==> src/rtl/ts_hap_pkg.sv <==
// ----------------------------------------------------------------------------
// ts_hap_pkg
// Shared widths, field kind codes and the result type of the TS parser.
// ----------------------------------------------------------------------------
package ts_hap_pkg;

    localparam int BYTE_W  = 8;
    localparam int KIND_W  = 4;
    localparam int VALUE_W = 42;
    localparam int ACC_W   = 48;

    // field kind tags
    localparam logic [KIND_W-1:0] KIND_HEADER      = 4'd0;
    localparam logic [KIND_W-1:0] KIND_AF_LEN      = 4'd1;
    localparam logic [KIND_W-1:0] KIND_AF_FLAGS    = 4'd2;
    localparam logic [KIND_W-1:0] KIND_PCR         = 4'd3;
    localparam logic [KIND_W-1:0] KIND_OPCR        = 4'd4;
    localparam logic [KIND_W-1:0] KIND_SPLICE      = 4'd5;
    localparam logic [KIND_W-1:0] KIND_PRIV_LEN    = 4'd6;
    localparam logic [KIND_W-1:0] KIND_PRIV_BYTE   = 4'd7;
    localparam logic [KIND_W-1:0] KIND_EXT_LEN     = 4'd8;
    localparam logic [KIND_W-1:0] KIND_EXT_FLAGS   = 4'd9;
    localparam logic [KIND_W-1:0] KIND_LTW         = 4'd10;
    localparam logic [KIND_W-1:0] KIND_RATE        = 4'd11;
    localparam logic [KIND_W-1:0] KIND_SPLICE_TYPE = 4'd12;
    localparam logic [KIND_W-1:0] KIND_DTS         = 4'd13;

    typedef struct packed {
        logic               valid;
        logic [KIND_W-1:0]  kind;
        logic [VALUE_W-1:0] value;
    } t_result;

endpackage

==> src/rtl/ts_hap_parser.sv <==
// ----------------------------------------------------------------------------
// ts_hap_parser
// Byte-serial header / adaptation field parse state and field extraction.
// ----------------------------------------------------------------------------
module ts_hap_parser (
    input  logic                           i_clk,
    input  logic                           i_rst_n,
    input  logic                           i_accept,
    input  logic [ts_hap_pkg::BYTE_W-1:0]  i_ts_byte,
    input  logic                           i_packet_start,
    output ts_hap_pkg::t_result            o_result
);

    localparam logic [3:0] PH_IDLE      = 4'd0;
    localparam logic [3:0] PH_HDR       = 4'd1;
    localparam logic [3:0] PH_AF_LEN    = 4'd2;
    localparam logic [3:0] PH_AF_FLAGS  = 4'd3;
    localparam logic [3:0] PH_PCR       = 4'd4;
    localparam logic [3:0] PH_OPCR      = 4'd5;
    localparam logic [3:0] PH_SPLICE    = 4'd6;
    localparam logic [3:0] PH_PRIV_LEN  = 4'd7;
    localparam logic [3:0] PH_PRIV_DATA = 4'd8;
    localparam logic [3:0] PH_EXT_LEN   = 4'd9;
    localparam logic [3:0] PH_EXT_FLAGS = 4'd10;
    localparam logic [3:0] PH_LTW       = 4'd11;
    localparam logic [3:0] PH_RATE      = 4'd12;
    localparam logic [3:0] PH_SEAMLESS  = 4'd13;
    localparam logic [3:0] PH_SKIP      = 4'd14;

    localparam logic [2:0] HDR_BYTES  = 3'd4;
    localparam logic [2:0] CLK_BYTES  = 3'd6;
    localparam logic [2:0] LTW_BYTES  = 3'd2;
    localparam logic [2:0] RATE_BYTES = 3'd3;
    localparam logic [2:0] DTS_BYTES  = 3'd5;

    localparam int VW = ts_hap_pkg::VALUE_W;

    typedef struct packed {
        logic [3:0] phase;
        logic [4:0] af;
        logic [2:0] ext;
    } t_next;

    // next pending adaptation field section, its flag cleared
    function automatic t_next af_next(input logic [4:0] af, input logic [2:0] ext);
        t_next r;
        r.af    = af;
        r.ext   = ext;
        r.phase = PH_SKIP;
        priority if (af[4]) begin
            r.af[4] = 1'b0;
            r.phase = PH_PCR;
        end else if (af[3]) begin
            r.af[3] = 1'b0;
            r.phase = PH_OPCR;
        end else if (af[2]) begin
            r.af[2] = 1'b0;
            r.phase = PH_SPLICE;
        end else if (af[1]) begin
            r.af[1] = 1'b0;
            r.phase = PH_PRIV_LEN;
        end else if (af[0]) begin
            r.af[0] = 1'b0;
            r.phase = PH_EXT_LEN;
        end else begin
            r.phase = PH_SKIP;
        end
        return r;
    endfunction

    // next pending extension section, else back to the adaptation field
    function automatic t_next ext_next(input logic [4:0] af, input logic [2:0] ext);
        t_next r;
        r.af    = af;
        r.ext   = ext;
        r.phase = PH_SKIP;
        priority if (ext[2]) begin
            r.ext[2] = 1'b0;
            r.phase  = PH_LTW;
        end else if (ext[1]) begin
            r.ext[1] = 1'b0;
            r.phase  = PH_RATE;
        end else if (ext[0]) begin
            r.ext[0] = 1'b0;
            r.phase  = PH_SEAMLESS;
        end else begin
            r = af_next(af, ext);
        end
        return r;
    endfunction

    logic [3:0]                  r_phase, n_phase;
    logic [2:0]                  r_idx, n_idx;
    logic [7:0]                  r_arem, n_arem;
    logic [4:0]                  r_af, n_af;
    logic [2:0]                  r_ext, n_ext;
    logic [7:0]                  r_prem, n_prem;
    logic [ts_hap_pkg::ACC_W-1:0] r_acc, n_acc;

    logic [ts_hap_pkg::ACC_W-1:0] w_acc_sh;
    logic [2:0]                  w_idx_inc;
    logic [VW-1:0]               w_base;
    logic [VW-1:0]               w_pcr;
    logic [VW-1:0]               w_dts;
    logic [7:0]                  w_prem_dec;
    t_next                       w_nx;

    assign w_acc_sh  = {r_acc[ts_hap_pkg::ACC_W-9:0], i_ts_byte};
    assign w_idx_inc = r_idx + 3'd1;

    // clock reference: base * 300 + extension, 300 = 256 + 32 + 8 + 4
    assign w_base = {9'b0, w_acc_sh[47:15]};
    assign w_pcr  = (w_base << 8) + (w_base << 5) + (w_base << 3) + (w_base << 2)
                  + {33'b0, w_acc_sh[8:0]};

    // DTS_next_AU with marker bits dropped
    assign w_dts = {9'b0, w_acc_sh[35:33], w_acc_sh[31:24], w_acc_sh[23:17],
                    w_acc_sh[15:8], w_acc_sh[7:1]};

    assign w_prem_dec = (r_prem != 8'd0) ? r_prem - 8'd1 : r_prem;

    always_comb begin
        n_phase  = r_phase;
        n_idx    = r_idx;
        n_arem   = r_arem;
        n_af     = r_af;
        n_ext    = r_ext;
        n_prem   = r_prem;
        n_acc    = r_acc;
        w_nx     = '0;
        o_result = '0;

        if (i_packet_start) begin
            n_phase = PH_HDR;
            n_idx   = 3'd1;
            n_arem  = '0;
            n_af    = '0;
            n_ext   = '0;
            n_prem  = '0;
            n_acc   = {40'b0, i_ts_byte};
        end else begin
            unique case (r_phase)
                PH_IDLE, PH_SKIP: begin
                end
                PH_HDR: begin
                    n_acc = w_acc_sh;
                    if (w_idx_inc >= HDR_BYTES) begin
                        n_idx          = '0;
                        n_phase        = i_ts_byte[5] ? PH_AF_LEN : PH_SKIP;
                        o_result.valid = 1'b1;
                        o_result.kind  = ts_hap_pkg::KIND_HEADER;
                        o_result.value = {10'b0, w_acc_sh[31:0]};
                    end else begin
                        n_idx = w_idx_inc;
                    end
                end
                PH_AF_LEN: begin
                    n_arem         = i_ts_byte;
                    n_phase        = (i_ts_byte != 8'd0) ? PH_AF_FLAGS : PH_SKIP;
                    o_result.valid = 1'b1;
                    o_result.kind  = ts_hap_pkg::KIND_AF_LEN;
                    o_result.value = {34'b0, i_ts_byte};
                end
                default: begin
                    // inside the adaptation field, bounded by its length
                    if (r_arem == 8'd0 || r_phase > PH_SEAMLESS) begin
                        n_phase = PH_SKIP;
                    end else begin
                        n_arem = r_arem - 8'd1;
                        unique case (r_phase)
                            PH_AF_FLAGS: begin
                                w_nx           = af_next(i_ts_byte[4:0], r_ext);
                                n_phase        = w_nx.phase;
                                n_af           = w_nx.af;
                                n_ext          = w_nx.ext;
                                o_result.valid = 1'b1;
                                o_result.kind  = ts_hap_pkg::KIND_AF_FLAGS;
                                o_result.value = {34'b0, i_ts_byte};
                            end
                            PH_PCR, PH_OPCR: begin
                                n_acc = w_acc_sh;
                                if (w_idx_inc >= CLK_BYTES) begin
                                    n_idx          = '0;
                                    w_nx           = af_next(r_af, r_ext);
                                    n_phase        = w_nx.phase;
                                    n_af           = w_nx.af;
                                    n_ext          = w_nx.ext;
                                    o_result.valid = 1'b1;
                                    o_result.kind  = (r_phase == PH_PCR)
                                                   ? ts_hap_pkg::KIND_PCR
                                                   : ts_hap_pkg::KIND_OPCR;
                                    o_result.value = w_pcr;
                                end else begin
                                    n_idx = w_idx_inc;
                                end
                            end
                            PH_SPLICE: begin
                                w_nx           = af_next(r_af, r_ext);
                                n_phase        = w_nx.phase;
                                n_af           = w_nx.af;
                                n_ext          = w_nx.ext;
                                o_result.valid = 1'b1;
                                o_result.kind  = ts_hap_pkg::KIND_SPLICE;
                                o_result.value = {34'b0, i_ts_byte};
                            end
                            PH_PRIV_LEN: begin
                                n_prem = i_ts_byte;
                                if (i_ts_byte != 8'd0) begin
                                    n_phase = PH_PRIV_DATA;
                                end else begin
                                    w_nx    = af_next(r_af, r_ext);
                                    n_phase = w_nx.phase;
                                    n_af    = w_nx.af;
                                    n_ext   = w_nx.ext;
                                end
                                o_result.valid = 1'b1;
                                o_result.kind  = ts_hap_pkg::KIND_PRIV_LEN;
                                o_result.value = {34'b0, i_ts_byte};
                            end
                            PH_PRIV_DATA: begin
                                n_prem = w_prem_dec;
                                if (w_prem_dec == 8'd0) begin
                                    w_nx    = af_next(r_af, r_ext);
                                    n_phase = w_nx.phase;
                                    n_af    = w_nx.af;
                                    n_ext   = w_nx.ext;
                                end
                                o_result.valid = 1'b1;
                                o_result.kind  = ts_hap_pkg::KIND_PRIV_BYTE;
                                o_result.value = {34'b0, i_ts_byte};
                            end
                            PH_EXT_LEN: begin
                                n_phase        = PH_EXT_FLAGS;
                                o_result.valid = 1'b1;
                                o_result.kind  = ts_hap_pkg::KIND_EXT_LEN;
                                o_result.value = {34'b0, i_ts_byte};
                            end
                            PH_EXT_FLAGS: begin
                                w_nx           = ext_next(r_af, i_ts_byte[7:5]);
                                n_phase        = w_nx.phase;
                                n_af           = w_nx.af;
                                n_ext          = w_nx.ext;
                                o_result.valid = 1'b1;
                                o_result.kind  = ts_hap_pkg::KIND_EXT_FLAGS;
                                o_result.value = {39'b0, i_ts_byte[7:5]};
                            end
                            PH_LTW: begin
                                n_acc = w_acc_sh;
                                if (w_idx_inc >= LTW_BYTES) begin
                                    n_idx          = '0;
                                    w_nx           = ext_next(r_af, r_ext);
                                    n_phase        = w_nx.phase;
                                    n_af           = w_nx.af;
                                    n_ext          = w_nx.ext;
                                    o_result.valid = 1'b1;
                                    o_result.kind  = ts_hap_pkg::KIND_LTW;
                                    o_result.value = {26'b0, w_acc_sh[15:0]};
                                end else begin
                                    n_idx = w_idx_inc;
                                end
                            end
                            PH_RATE: begin
                                n_acc = w_acc_sh;
                                if (w_idx_inc >= RATE_BYTES) begin
                                    n_idx          = '0;
                                    w_nx           = ext_next(r_af, r_ext);
                                    n_phase        = w_nx.phase;
                                    n_af           = w_nx.af;
                                    n_ext          = w_nx.ext;
                                    o_result.valid = 1'b1;
                                    o_result.kind  = ts_hap_pkg::KIND_RATE;
                                    o_result.value = {20'b0, w_acc_sh[21:0]};
                                end else begin
                                    n_idx = w_idx_inc;
                                end
                            end
                            PH_SEAMLESS: begin
                                n_acc = w_acc_sh;
                                if (w_idx_inc >= DTS_BYTES) begin
                                    n_idx          = '0;
                                    w_nx           = ext_next(r_af, r_ext);
                                    n_phase        = w_nx.phase;
                                    n_af           = w_nx.af;
                                    n_ext          = w_nx.ext;
                                    o_result.valid = 1'b1;
                                    o_result.kind  = ts_hap_pkg::KIND_DTS;
                                    o_result.value = w_dts;
                                end else begin
                                    n_idx = w_idx_inc;
                                    // splice type rides in the first DTS byte
                                    if (w_idx_inc == 3'd1) begin
                                        o_result.valid = 1'b1;
                                        o_result.kind  = ts_hap_pkg::KIND_SPLICE_TYPE;
                                        o_result.value = {38'b0, i_ts_byte[7:4]};
                                    end
                                end
                            end
                            default: begin
                                n_phase = PH_SKIP;
                            end
                        endcase
                    end
                end
            endcase
        end
    end

    always_ff @(posedge i_clk) begin
        if (!i_rst_n) begin
            r_phase <= PH_IDLE;
            r_idx   <= '0;
            r_arem  <= '0;
            r_af    <= '0;
            r_ext   <= '0;
            r_prem  <= '0;
            r_acc   <= '0;
        end else if (i_accept) begin
            r_phase <= n_phase;
            r_idx   <= n_idx;
            r_arem  <= n_arem;
            r_af    <= n_af;
            r_ext   <= n_ext;
            r_prem  <= n_prem;
            r_acc   <= n_acc;
        end
    end

endmodule

==> src/rtl/ts_hap_out_buf.sv <==
// ----------------------------------------------------------------------------
// ts_hap_out_buf
// Two-entry output register with skid slot for field results.
// ----------------------------------------------------------------------------
module ts_hap_out_buf (
    input  logic                                i_clk,
    input  logic                                i_rst_n,
    input  logic                                i_push,
    input  ts_hap_pkg::t_result                 i_result,
    output logic                                o_space,
    output logic                                o_out_valid,
    input  logic                                i_out_ready,
    output logic [ts_hap_pkg::KIND_W-1:0]       o_field_kind,
    output logic [ts_hap_pkg::VALUE_W-1:0]      o_field_value
);

    logic                              r_main_valid;
    logic                              r_skid_valid;
    logic [ts_hap_pkg::KIND_W-1:0]     r_main_kind, r_skid_kind;
    logic [ts_hap_pkg::VALUE_W-1:0]    r_main_value, r_skid_value;
    logic                              w_pop;

    assign w_pop = r_main_valid && i_out_ready;

    // control
    always_ff @(posedge i_clk) begin
        if (!i_rst_n) begin
            r_main_valid <= 1'b0;
            r_skid_valid <= 1'b0;
        end else if (!r_main_valid || w_pop) begin
            r_main_valid <= r_skid_valid || i_push;
            r_skid_valid <= 1'b0;
        end else if (i_push) begin
            r_skid_valid <= 1'b1;
        end
    end

    // payload
    always_ff @(posedge i_clk) begin
        if (!r_main_valid || w_pop) begin
            if (r_skid_valid) begin
                r_main_kind  <= r_skid_kind;
                r_main_value <= r_skid_value;
            end else begin
                r_main_kind  <= i_result.kind;
                r_main_value <= i_result.value;
            end
        end else if (i_push) begin
            r_skid_kind  <= i_result.kind;
            r_skid_value <= i_result.value;
        end
    end

    assign o_space       = !r_skid_valid;
    assign o_out_valid   = r_main_valid;
    assign o_field_kind  = r_main_kind;
    assign o_field_value = r_main_value;

endmodule

==> src/rtl/ts_header_adaptation_parser_top.sv <==
// A field result is registered in an output slot when its last byte is accepted.
// Throughput: one stream byte per cycle; bytes keep flowing while one result waits.
// Intake stalls only when both output slots are full (a second result held back).
// Reset: i_rst_n synchronous, active low; parse returns to idle, output slots empty.
// ----------------------------------------------------------------------------
// ts_header_adaptation_parser_top
// MPEG transport stream header and adaptation field parser, one byte a cycle.
// ----------------------------------------------------------------------------
//
// Structure:
//   ts_hap_parser  - parse phase, remaining counts, flag bytes and the 48-bit
//                    accumulator. Each accepted byte updates the state and
//                    may complete one field; the field value (including the
//                    PCR/OPCR base*300+ext shift-add) is formed combinationally
//                    from the state and the incoming byte.
//   ts_hap_out_buf - output register plus skid slot. The intake ready is the
//                    registered "skid slot empty" flag, so no combinational
//                    path runs from i_out_ready to o_in_ready.
//
// A packet_start byte abandons any partial parse and begins a new header;
// bytes before the first packet start, stuffing and payload produce nothing.
//
module ts_header_adaptation_parser_top (
    input  logic                               i_clk,
    input  logic                               i_rst_n,
    // stream byte requests
    input  logic                               i_in_valid,
    output logic                               o_in_ready,
    input  logic [ts_hap_pkg::BYTE_W-1:0]      i_ts_byte,
    input  logic                               i_packet_start,
    // field result requests
    output logic                               o_out_valid,
    input  logic                               i_out_ready,
    output logic [ts_hap_pkg::KIND_W-1:0]      o_field_kind,
    output logic [ts_hap_pkg::VALUE_W-1:0]     o_field_value
);

    logic                 w_space;
    logic                 w_accept;
    ts_hap_pkg::t_result  w_result;

    assign o_in_ready = w_space;
    assign w_accept   = i_in_valid && w_space;

    ts_hap_parser u_parser (
        .i_clk          (i_clk),
        .i_rst_n        (i_rst_n),
        .i_accept       (w_accept),
        .i_ts_byte      (i_ts_byte),
        .i_packet_start (i_packet_start),
        .o_result       (w_result)
    );

    // a result is queued only for an accepted byte that completes a field
    ts_hap_out_buf u_out_buf (
        .i_clk         (i_clk),
        .i_rst_n       (i_rst_n),
        .i_push        (w_accept && w_result.valid),
        .i_result      (w_result),
        .o_space       (w_space),
        .o_out_valid   (o_out_valid),
        .i_out_ready   (i_out_ready),
        .o_field_kind  (o_field_kind),
        .o_field_value (o_field_value)
    );

endmodule

==> config.mk <==
export PLATFORM = sky130hd
export DESIGN_NAME = ts_header_adaptation_parser_top
export DESIGN_NICKNAME = d
export VERILOG_FILES = /design/src/rtl/ts_hap_pkg.sv /design/src/rtl/ts_hap_parser.sv /design/src/rtl/ts_hap_out_buf.sv /design/src/rtl/ts_header_adaptation_parser_top.sv
export SDC_FILE = /design/constraint.sdc
export NUM_CORES = 1
export LEC_CHECK = 0
export BUFFER_PORTS_ARGS = -buffer_cell sky130_fd_sc_hd__buf_2
export CORE_MARGIN = 5
export CORE_UTILIZATION = 55
export CTS_BUF_LIST = sky130_fd_sc_hd__clkbuf_8
export CTS_CLUSTER_DIAMETER = 60
export CTS_CLUSTER_SIZE = 25
export DETAILED_ROUTE_END_ITERATION = 16
export PLACE_DENSITY = 0.73
export SLEW_MARGIN = 40
export SYNTH_ARGS = -nofsm -noshare
export SYNTH_HDL_FRONTEND = slang
export SYNTH_HIERARCHICAL = 1
export SYNTH_SLANG_ARGS = --single-unit
==> constraint.sdc <==
create_clock -name i_clk -period 10.24 [get_ports i_clk]
set_clock_uncertainty 0.05 [all_clocks]
set_input_delay 1.536 -clock i_clk [delete_from_list [all_inputs] [get_ports i_clk]]
set_output_delay 1.536 -clock i_clk [all_outputs]
set_load 0.01 [all_outputs]
==> results by group, run 1 <==
Drt
  – Met1 Wirelength: 15700 um
  – Vias per cell: 6.20
  – DR WL met2: 13400 um
  – Wire length per cell: 19.4 um
  – Vias: 10387
  – First-iteration detailed-routing DRC count: 1108
  – Top Layer Used: met5
  – Drt drc: 0
  – DRT Pass-1 Iters: 7
  – WL met3: 2940 um
  – Post-route ant nets: 0
  – Final WL: 32500 um

Setup path
  – CP arrival: 6.36 ns
  – Worst path required time: 10.40 ns
  – Peak fanout along the critical path: 10
  – Critical path class: input pin to register
  – Worst r2r src: u_parser/r_acc[9]$_SDFFE_PN0P_
  – Capture point of the worst reg-to-reg path: u_out_buf/o_field_value[37]$_DFFE_PP_
  – Reg2Reg Setup Slack: 4.79 ns
  – CP startpoint kind: input pin
  – Crit. End Element: register
  – Worst reg2reg path depth: 18

Global route
  – Vias in the first global route: 9914
  – GRT Util Overall: 0.246
  – First-pass GRT wire length: 52800 um
  – GRT Residual Overflow: 0
  – Largest net degree at the start of global routing: 82
  – Initial antenna violation count: 1

Synth
  – Yosys warns: 6
  – Post-synth ARST share: 0
  – Synth area leader: edfxtp_1
  – Post-Synth Simple-Gate Area: 0.171
  – Largest family of logic cells by synthesized area: adder cells
  – Post-synth top area share: 0.217
  – Synth Area in Adders: 0.188
  – Post-synthesis register bit count: 163
  – Post-synth EDFFs: 92
  – Mapped cell area: 12700 um^2
  – Mux contribution to synthesized area: 0.0523
  – Area contributors post-synth: edfxtp_1, dfxtp_1, fa_1, ha_1, a21oi_1
  – XOR/XNOR share of the synthesized area: 0.0275
  – Most instantiated library cell after synthesis: a21oi_1
  – Synth Flop Type: edfxtp_1
  – Synth Area in Compound Gates: 0.177
  – Syn avg cell area: 9.36 um^2
  – Sequential area share after synthesis: 0.328
  – Post-Synthesis Cells: 1361
  – Post-synth top cells: a21oi_1, nor2_1, edfxtp_1
  – Syn Nets: 1526
  – Yosys cell types: 85

Clocking
  – Post-CTS setup buffer count: 0
  – Clk root buf: clkbuf_8
  – H-tree depth: 4
  – Clock sink total: 163
  – Skew-Pair Late Insertion Delay: 0.46 ns
  – TritonCTS Buffers: 17
  – CTS tree: done
  – Post-cts hold buffer count: 0
  – Post-CTS Resized: 0
  – Worst-path clk slew: 0.10 ns
  – Max Buffers Root-to-Sink: 2

Pwr
  – Switch Pwr: 552 uW
  – Flop pwr share: 0.448
  – Logic pwr share: 0.237
  – VDD IR max: 78.1 uV
  – PwrDens: 120 nW/um^2
  – Int Pwr: 1090 uW
  – Clock Power Share: 0.315
  – Tot Pwr: 1640 uW
  – Switching part of the total power: 0.336
  – Pleak: 0.00592 uW

Place
  – Dpl hpwl: 24000 um
  – Placed Area: 13200 um^2
  – Pre-CTS WS: 3.62 ns
  – Final GP Congestion: 0.936
  – Port Buf Inserts: 60

Worst hold path
  – Worst Hold Depth: 2
  – Hold path endpoint: u_parser/r_ext[0]$_SDFFE_PN0P_
  – Worst Hold Class: register to register
  – Hold Crit Start: u_parser/r_ext[0]$_SDFFE_PN0P_

Cells and area
  – Nets: 1541
  – N_diodes: 0
  – Post-layout instance area: 13600 um^2
  – Area delta synth->final: 6.88%
  – Layout cells sized above 1: 0.132
  – FF/Latch Area: 4190 um^2
  – Area taken by multi-input logic gates: 7900 um^2
  – FILL cells: 1956

STA
  – RSZ-0062 raised after global routing: false
  – Final Critical Period: 6.20 ns
  – Fmax: 161 MHz
  – Max-slew violations: 0
  – Worst-Margin Slew: 0.822 ns
  – Final hold vios: 0
  – Relative slew margins: 0.452
  – Period utilization: 0.606
  – Final setup TNS: 0 ns
  – Finish-stage setup viols: 0
  – Post-route setup slack: 4.04 ns

Status
  – Outcome: finished clean

Die
  – Number of cell rows: 55
  – Die area: 26300 um^2
  – Boundary Pins: 61
  – Initial core utilization: 0.561
  – Die W: 162 um
  – Core area: 22700 um^2
  – Die height: 162 um

Flow run
  – Max Cap Viol: 0
-- metrics by stage --
stage	utilization	hold WS, ns	instances
floorplan	-	0.393	1361
global placement	0.579	0.407	1641
detailed placement	0.580	0.424	1641
CTS	0.598	0.436	1673
global route	0.600	0.464	1674
finish	0.600	0.440	1674
-- worst max-delay path: stages --
cell and delay, ns:
buf_2 0.22, inv_1 0.14, fa_1 0.54, inv_1 0.05
fa_1 0.46, ha_1 0.30, ha_1 0.18, inv_1 0.07
fa_1 0.40, nor2b_1 0.17, o2111ai_1 0.17, a2111oi_0 0.44
nor2_1 0.16, a21oi_1 0.31, a31oi_1 0.22, and2_1 0.22
o21bai_1 0.15, mux2_2 0.36, mux2_4 0.27
-- registers in the layout (all words and copies together), names as in the netlist --
name                     count
u_parser/r_ext               2
u_out_buf/r_skid_kind        4
u_out_buf/r_skid_value      42
u_out_buf/o_field_kind       4
u_parser/r_phase             4
u_parser/r_af                4
u_parser/r_idx               3
u_parser/r_prem              8
u_parser/r_acc              40
u_out_buf/o_field_value     42
u_out_buf/o_out_valid        1
u_out_buf/r_skid_valid       1
u_parser/r_arem              8
-- per-layer routing --
layer	vias up	GRT usage
met4	2	0.0592
met2	404	0.347
met3	48	0.0558
met5	-	0
met1	5003	0.383
li1	4930	-
-- layout by cell type (no fill, tap or decap), types with 16 or more instances in the layout --
| cell | netlist | layout |
|---|---|---|
| a21oi_1 | 141 | 141 |
| nor2_1 | 113 | 112 |
| edfxtp_1 | 92 | 92 |
| ha_1 | 87 | 87 |
| inv_1 | 84 | 86 |
| nand2_1 | 86 | 86 |
| dfxtp_1 | 71 | 70 |
| fa_1 | 65 | 65 |
| nor2b_1 | 62 | 62 |
| nor3_1 | 63 | 61 |
| buf_2 | 2 | 59 |
| o21ai_0 | 56 | 56 |
| mux2_2 | 29 | 29 |
| xnor2_1 | 21 | 20 |
| xor2_1 | 19 | 19 |
| mux2_4 | 18 | 18 |
| clkbuf_8 | 3 | 17 |
| buf_4 | 2 | 17 |
| nand3_1 | 17 | 17 |
| a22oi_1 | 16 | 16 |
-- final cells by class --
type | instances | share of cell area
clock inverters | 15 | 0.0132
clock buffers | 17 | 0.0172
repair buffers | 77 | 0.0325
multi-input cells | 1032 | 0.580
flip-flops and latches | 163 | 0.307
inverters | 85 | 0.0234
well taps | 285 | 0.0262
-- power by group through the flow --
stage                     clock (uW)  sequential (uW)  combinational [uW]
after floorplan                    0              752                 264
after global placement             0              749                 371
after detailed placement           0              750                 373
after CTS                        526              735                 375
after global routing             557              739                 422
final                            516              736                 389
-- kinds of logic (layout without fill, tap and decap cells) --
group,after synthesis,count (layout)
compound gates,356,356
xor+xnor,40,40
fa+ha+maj,152,152
buf+inv,166,194
flops,163,163
mux,54,54
simple gates,430,430
-- how the worst max path moves through the flow --
stage	start	endpoint	slack, ns	cells after the start
final	i_ts_byte[5]	u_out_buf/o_field_value[37]$_DFFE_PP_	4.04	19
after global routing	i_ts_byte[5]	u_out_buf/o_field_value[37]$_DFFE_PP_	3.79	19
after CTS	i_ts_byte[5]	u_out_buf/o_field_value[37]$_DFFE_PP_	4.12	19
after detailed placement	i_ts_byte[5]	u_out_buf/o_field_value[37]$_DFFE_PP_	3.62	19
after global placement	i_ts_byte[5]	u_out_buf/o_field_value[37]$_DFFE_PP_	3.73	19
after floorplan	i_ts_byte[5]	u_out_buf/o_field_value[37]$_DFFE_PP_	3.98	19
(Power assumes the default switching activity.)
==> inputs of run 2 (changes only) <==
- clock period: 10.24 -> 6.3 ns (I/O delays scaled with it)
==> run 2 against run 1 <==
Net effect: routed wire length decreased by 0.29%; design area rose by 0.17%; count of clock-buffer cells in the layout up 1; die area unchanged; critical endpoint unchanged; critical path type unchanged; sequential share of layout area hardly changed; non-clock buffer count is 5 higher; hold slack worse by 0.0094 ns; final cell count up 0.30%; setup slack got worse by 3.2 ns; combinational power is 59% higher; register-to-register slack worse by 3.8 ns; sequential power increased by 63%.
==> results by group, run 2 (same netlist as run 1, synthesis figures left out) <==
Status
  – Outcome: finished clean

Setup path
  – Critical Path Max Stage Delay: 0.54 ns
  – Critical path class: input pin to register
  – CP arrival: 5.62 ns
  – Crit path cell chain: buf_2 > inv_1 > fa_1 > inv_1 > fa_1 > ha_1 > inv_1 > fa_1 > nor2b_1 > o2111ai_1 > a2111oi_0 > nor2_1 > a21oi_1 > a31oi_1 > and2_1 > o21bai_1 > mux2_2 > mux2_4
  – Capture point of the worst reg-to-reg path: u_out_buf/o_field_value[37]$_DFFE_PP_
  – Peak fanout along the critical path: 10
  – Worst reg2reg path depth: 17
  – Slowest CP cell: fa_1
  – Worst path required time: 6.46 ns
  – Reg2Reg Setup Slack: 1.01 ns
  – CP startpoint kind: input pin
  – Crit. End Element: register
  – Worst r2r src: u_parser/r_acc[10]$_SDFFE_PN0P_

Cells and area
  – Area delta synth->final: 7.07%
  – Layout cells sized above 1: 0.135
  – Most common cell after layout, fill and taps aside: a21oi_1
  – N_diodes: 0
  – Most frequent cells in the layout: a21oi_1, nor2_1, edfxtp_1
  – FILL cells: 1961
  – Area taken by multi-input logic gates: 7890 um^2
  – Nets: 1546
  – Post-layout instance area: 13600 um^2
  – FF/Latch Area: 4190 um^2

STA
  – Final setup TNS: 0 ns
  – Period utilization: 0.867
  – Worst-Margin Slew: 0.841 ns
  – Max-slew violations: 0
  – RSZ-0062 raised after global routing: false
  – Relative slew margins: 0.439
  – Final Critical Period: 5.46 ns
  – Fmax: 183 MHz
  – Finish-stage setup viols: 0
  – Final hold vios: 0

Clocking
  – Clk root buf: clkbuf_8
  – Post-CTS Resized: 0
  – H-tree depth: 4
  – Worst-path clk slew: 0.10 ns
  – Post-CTS setup buffer count: 0
  – Skew-Pair Late Insertion Delay: 0.45 ns
  – TritonCTS Buffers: 17
  – Max Buffers Root-to-Sink: 2
  – Clock sink total: 163
  – CTS tree: done
  – Post-cts hold buffer count: 0

Drt
  – Vias per cell: 6.16
  – Final WL: 32400 um
  – Vias: 10350
  – DRT Pass-1 Iters: 7
  – Drt drc: 0
  – Post-route ant nets: 0
  – Wire length per cell: 19.3 um
  – First-iteration detailed-routing DRC count: 1328

Global route
  – Vias in the first global route: 9862
  – First-pass GRT wire length: 53200 um
  – GRT Residual Overflow: 0
  – GRT Util Overall: 0.250
  – Largest net degree at the start of global routing: 76
  – Initial antenna violation count: 0

Pwr
  – Pleak: 0.00593 uW
  – PwrDens: 195 nW/um^2
  – VDD IR max: 129 uV

Die
  – Core area: 22700 um^2
  – Boundary Pins: 61
  – Die area: 26300 um^2
  – Initial core utilization: 0.561
  – Die height: 162 um
  – Die W: 162 um
  – Number of cell rows: 55

Place
  – Port Buf Inserts: 60
  – Placed Area: 13200 um^2
  – Final GP Congestion: 0.944
  – Dpl hpwl: 24100 um

Worst hold path
  – Hold path endpoint: u_parser/r_ext[0]$_SDFFE_PN0P_
  – Worst Hold Depth: 2
  – Hold Crit Start: u_parser/r_ext[0]$_SDFFE_PN0P_
  – Worst Hold Class: register to register

Flow run
  – Max Cap Viol: 0
==> run 2: cell types whose count changed in the layout (fill, tap and decap cells not counted), sizes merged <==
| cell | change |
|---|---|
| buf | +5 |
| inv | -2 |
| clkinvlp | +1 |
| clkbuf | +1 |
==> run 2: stage by stage <==
step,hold WS (ns),power (uW),utilization,cells,worst slack [ns]
detailed placement,0.420,1830,0.582,1647,0.397
global route,0.483,2790,0.601,1679,0.550
global placement,0.408,1820,0.581,1647,0.507
finish,0.431,2660,0.601,1679,0.840
CTS,0.434,2660,0.601,1679,0.880
floorplan,0.393,1650,-,1361,0.634
==> run 2: report_power, final <==
| part | switching, uW | leakage, uW | internal (uW) | total [uW] |
|---|---|---|---|---|
| clock network | 428 | 0.000207 | 409 | 837 |
| registers | 39.1 | 0.00157 | 1160 | 1200 |
| logic | 415 | 0.00415 | 205 | 619 |
==> run 2: how the worst max path moves through the flow <==
stage | from | endpoint | cells past startpoint
after floorplan | i_ts_byte[5] | u_out_buf/o_field_value[37]$_DFFE_PP_ | 19
after global placement | i_ts_byte[6] | u_out_buf/o_field_value[37]$_DFFE_PP_ | 18
after detailed placement | i_ts_byte[6] | u_out_buf/o_field_value[37]$_DFFE_PP_ | 18
after CTS | i_ts_byte[6] | u_out_buf/o_field_value[37]$_DFFE_PP_ | 18
after global routing | i_ts_byte[6] | u_out_buf/o_field_value[37]$_DFFE_PP_ | 18
final | i_ts_byte[6] | u_out_buf/o_field_value[37]$_DFFE_PP_ | 18
==> run 2: critical path: cells and delay by family <==
kind / cells / cell delay, ns
buffers and inverters: 4 / 0.51
adder cells (fa/ha/maj): 4 / 1.77
multiplexers: 2 / 0.63
AO/OA/AOI/OAI: 5 / 1.19
AND/OR/NAND/NOR: 3 / 0.55
==> run 2: area by class of cell <==
type,instances,share of cell area
Multi-Input combinational cell,1032,0.578
Sequential cell,163,0.307
Timing Repair Buffer,82,0.0345
Tap cell,285,0.0261
Inverter,85,0.0234
Clock buffer,18,0.0182
Clock inverter,14,0.0128
==> run 2: per-layer routing <==
layer,global-route usage,vias to the layer above,wire length [um]
met1,0.396,4921,15800
li1,-,4946,-
met3,0.0401,40,2690
met5,0,-,0
met4,0.0607,0,586
met2,0.355,443,13400
==> inputs of run 3 (changes only) <==
- clock period: 6.3 -> 6.8 ns (I/O delays scaled with it)
==> run 3 against run 2 <==
Net effect: via count shrank 1.2%; final cell count decreased by 0.36%; utilization decreased by 0.27 points; count of clock-buffer cells in the layout shrank 1; highest routed layer unchanged; critical path type unchanged; flip-flop and latch count unchanged; setup slack better by 0.31 ns; power is 8.4% lower; hold slack improved by 0.0051 ns; first-iteration DRC count increased by 3.5%; largest power group unchanged; sequential share of layout area increased by 0.14 points; critical path depth rose by 1; combinational power is 7.8% lower.
==> results by group, run 3 (same netlist as run 1, synthesis figures left out) <==
STA
  – Fmax: 177 MHz
  – Final setup TNS: 0 ns
  – Max-slew violations: 0
  – Worst-Margin Slew: 0.926 ns
  – Final hold vios: 0
  – Period utilization: 0.831
  – Final Critical Period: 5.65 ns
  – Relative slew margins: 0.377
  – RSZ-0062 raised after global routing: false
  – Finish-stage setup viols: 0

Cells and area
  – Layout cells sized above 1: 0.132
  – FILL cells: 1968
  – Most common cell after layout, fill and taps aside: a21oi_1
  – N_diodes: 0
  – Most frequent cells in the layout: a21oi_1, nor2_1, edfxtp_1
  – Nets: 1540
  – Fin util: 0.598
  – Post-layout instance area: 13600 um^2
  – Area delta synth->final: 6.59%

Global route
  – Largest net degree at the start of global routing: 76
  – M3 GR Usage: 0.0391
  – GRT Util Overall: 0.244
  – GR peak layer: met1
  – Initial antenna violation count: 0
  – First-pass GRT wire length: 52100 um
  – Met2 Use GR: 0.341
  – Vias in the first global route: 9646
  – Met1 usage: 0.396
  – GRT Residual Overflow: 0

Drt
  – First-iteration detailed-routing DRC count: 1375
  – Wire length per cell: 19.1 um
  – Vias per cell: 6.11
  – Post-route ant nets: 0
  – Drt drc: 0
  – Final WL: 31900 um
  – DRT Pass-1 Iters: 6
  – Vias: 10229

Place
  – Placed Area: 13200 um^2
  – Final GP Congestion: 0.923
  – Port Buf Inserts: 60
  – Dpl hpwl: 23700 um

Pwr
  – Clock Power Share: 0.309
  – Switch Pwr: 831 uW
  – Int Pwr: 1600 uW
  – PwrDens: 179 nW/um^2
  – Switching part of the total power: 0.341
  – Pleak: 0.00590 uW
  – Flop pwr share: 0.456
  – Logic pwr share: 0.235
  – VDD IR max: 100 uV

Clocking
  – CTS tree: done
  – Post-cts hold buffer count: 0
  – Skew-Pair Late Insertion Delay: 0.46 ns
  – Clock sink total: 163
  – Max Buffers Root-to-Sink: 2
  – Post-CTS Resized: 0
  – TritonCTS Buffers: 17
  – Worst-path clk slew: 0.10 ns
  – H-tree depth: 4
  – Post-CTS setup buffer count: 0
  – Clk root buf: clkbuf_8

Setup path
  – CP startpoint kind: input pin
  – Crit path cell chain: buf_2 > inv_1 > fa_1 > inv_1 > fa_1 > ha_1 > ha_1 > inv_1 > fa_1 > nor2b_1 > o2111ai_1 > a2111oi_0 > nor2_1 > a21oi_1 > a31oi_1 > and2_1 > o21bai_1 > mux2_2 > mux2_4
  – WP buf/inv: 4
  – Worst path required time: 6.96 ns
  – Critical Path Max Stage Delay: 0.55 ns
  – Peak fanout along the critical path: 10
  – CP top delay family: adder cells
  – Reg2Reg Setup Slack: 1.40 ns
  – Slowest CP cell: fa_1
  – CP arrival: 5.81 ns
  – Critical path class: input pin to register
  – Crit. End Element: register

Worst hold path
  – Worst Hold Class: register to register

Flow run
  – Max Cap Viol: 0

Die
  – Initial core utilization: 0.561
  – Die area: 26300 um^2
  – Number of cell rows: 55
  – Boundary Pins: 61
  – Die height: 162 um
  – Die W: 162 um
  – Core area: 22700 um^2

Status
  – Outcome: finished clean
run 3: cell types whose count changed in the layout (fill, tap and decap cells not counted), sizes merged:
cell / before / now
clkbuf: 18 / 17
inv: 90 / 92
bufinv: 3 / 2
buf: 82 / 76
run 3: area by class of cell:
cell class                 count  area [um^2]  area share
inverter                      85          319      0.0235
clock inverter                15          170      0.0125
tap                          285          357      0.0263
timing repair buffer          76          420      0.0310
clock buffer                  17          234      0.0172
sequential                   163         4190       0.308
multi-input combinational   1032         7900       0.581
run 3: path summary, 6_finish.rpt:
| check | start | endpoint | cells past startpoint |
|---|---|---|---|
| min | u_parser/r_ext[0]$_SDFFE_PN0P_ | u_parser/r_ext[0]$_SDFFE_PN0P_ | 2 |
| max | i_ts_byte[5] | u_out_buf/o_field_value[37]$_DFFE_PP_ | 19 |
| min reg2reg | u_parser/r_ext[0]$_SDFFE_PN0P_ | u_parser/r_ext[0]$_SDFFE_PN0P_ | 2 |
| max reg2reg | u_parser/r_acc[9]$_SDFFE_PN0P_ | u_out_buf/o_field_value[37]$_DFFE_PP_ | 18 |
run 3: layer usage:
layer	up-vias	wire length (um)
li1	4926	-
met1	4866	15800
met3	28	2690
met5	-	0
met2	409	13100
met4	0	317
run 3: worst min-delay path, stage by stage, from the launching register on:
cell and delay [ns]:
dfxtp_1 0.34, nand3_1 0.07, nand2_1 0.04
run 3: power groups by stage:
stage	Combinational [uW]	Sequential, uW	Clock, uW
final	571	1110	752
after global routing	626	1120	817
after CTS	559	1110	774
after detailed placement	556	1130	0
after global placement	555	1130	0
after floorplan	398	1130	0
run 3: per-stage QoR:
step	cells	worst slack [ns]	total power, uW	hold slack (ns)
after floorplan	1361	1.06	1530	0.393
after global placement	1641	0.802	1690	0.410
after detailed placement	1641	0.666	1690	0.417
after CTS	1673	1.16	2440	0.431
after global routing	1673	0.746	2560	0.475
final	1673	1.15	2430	0.436
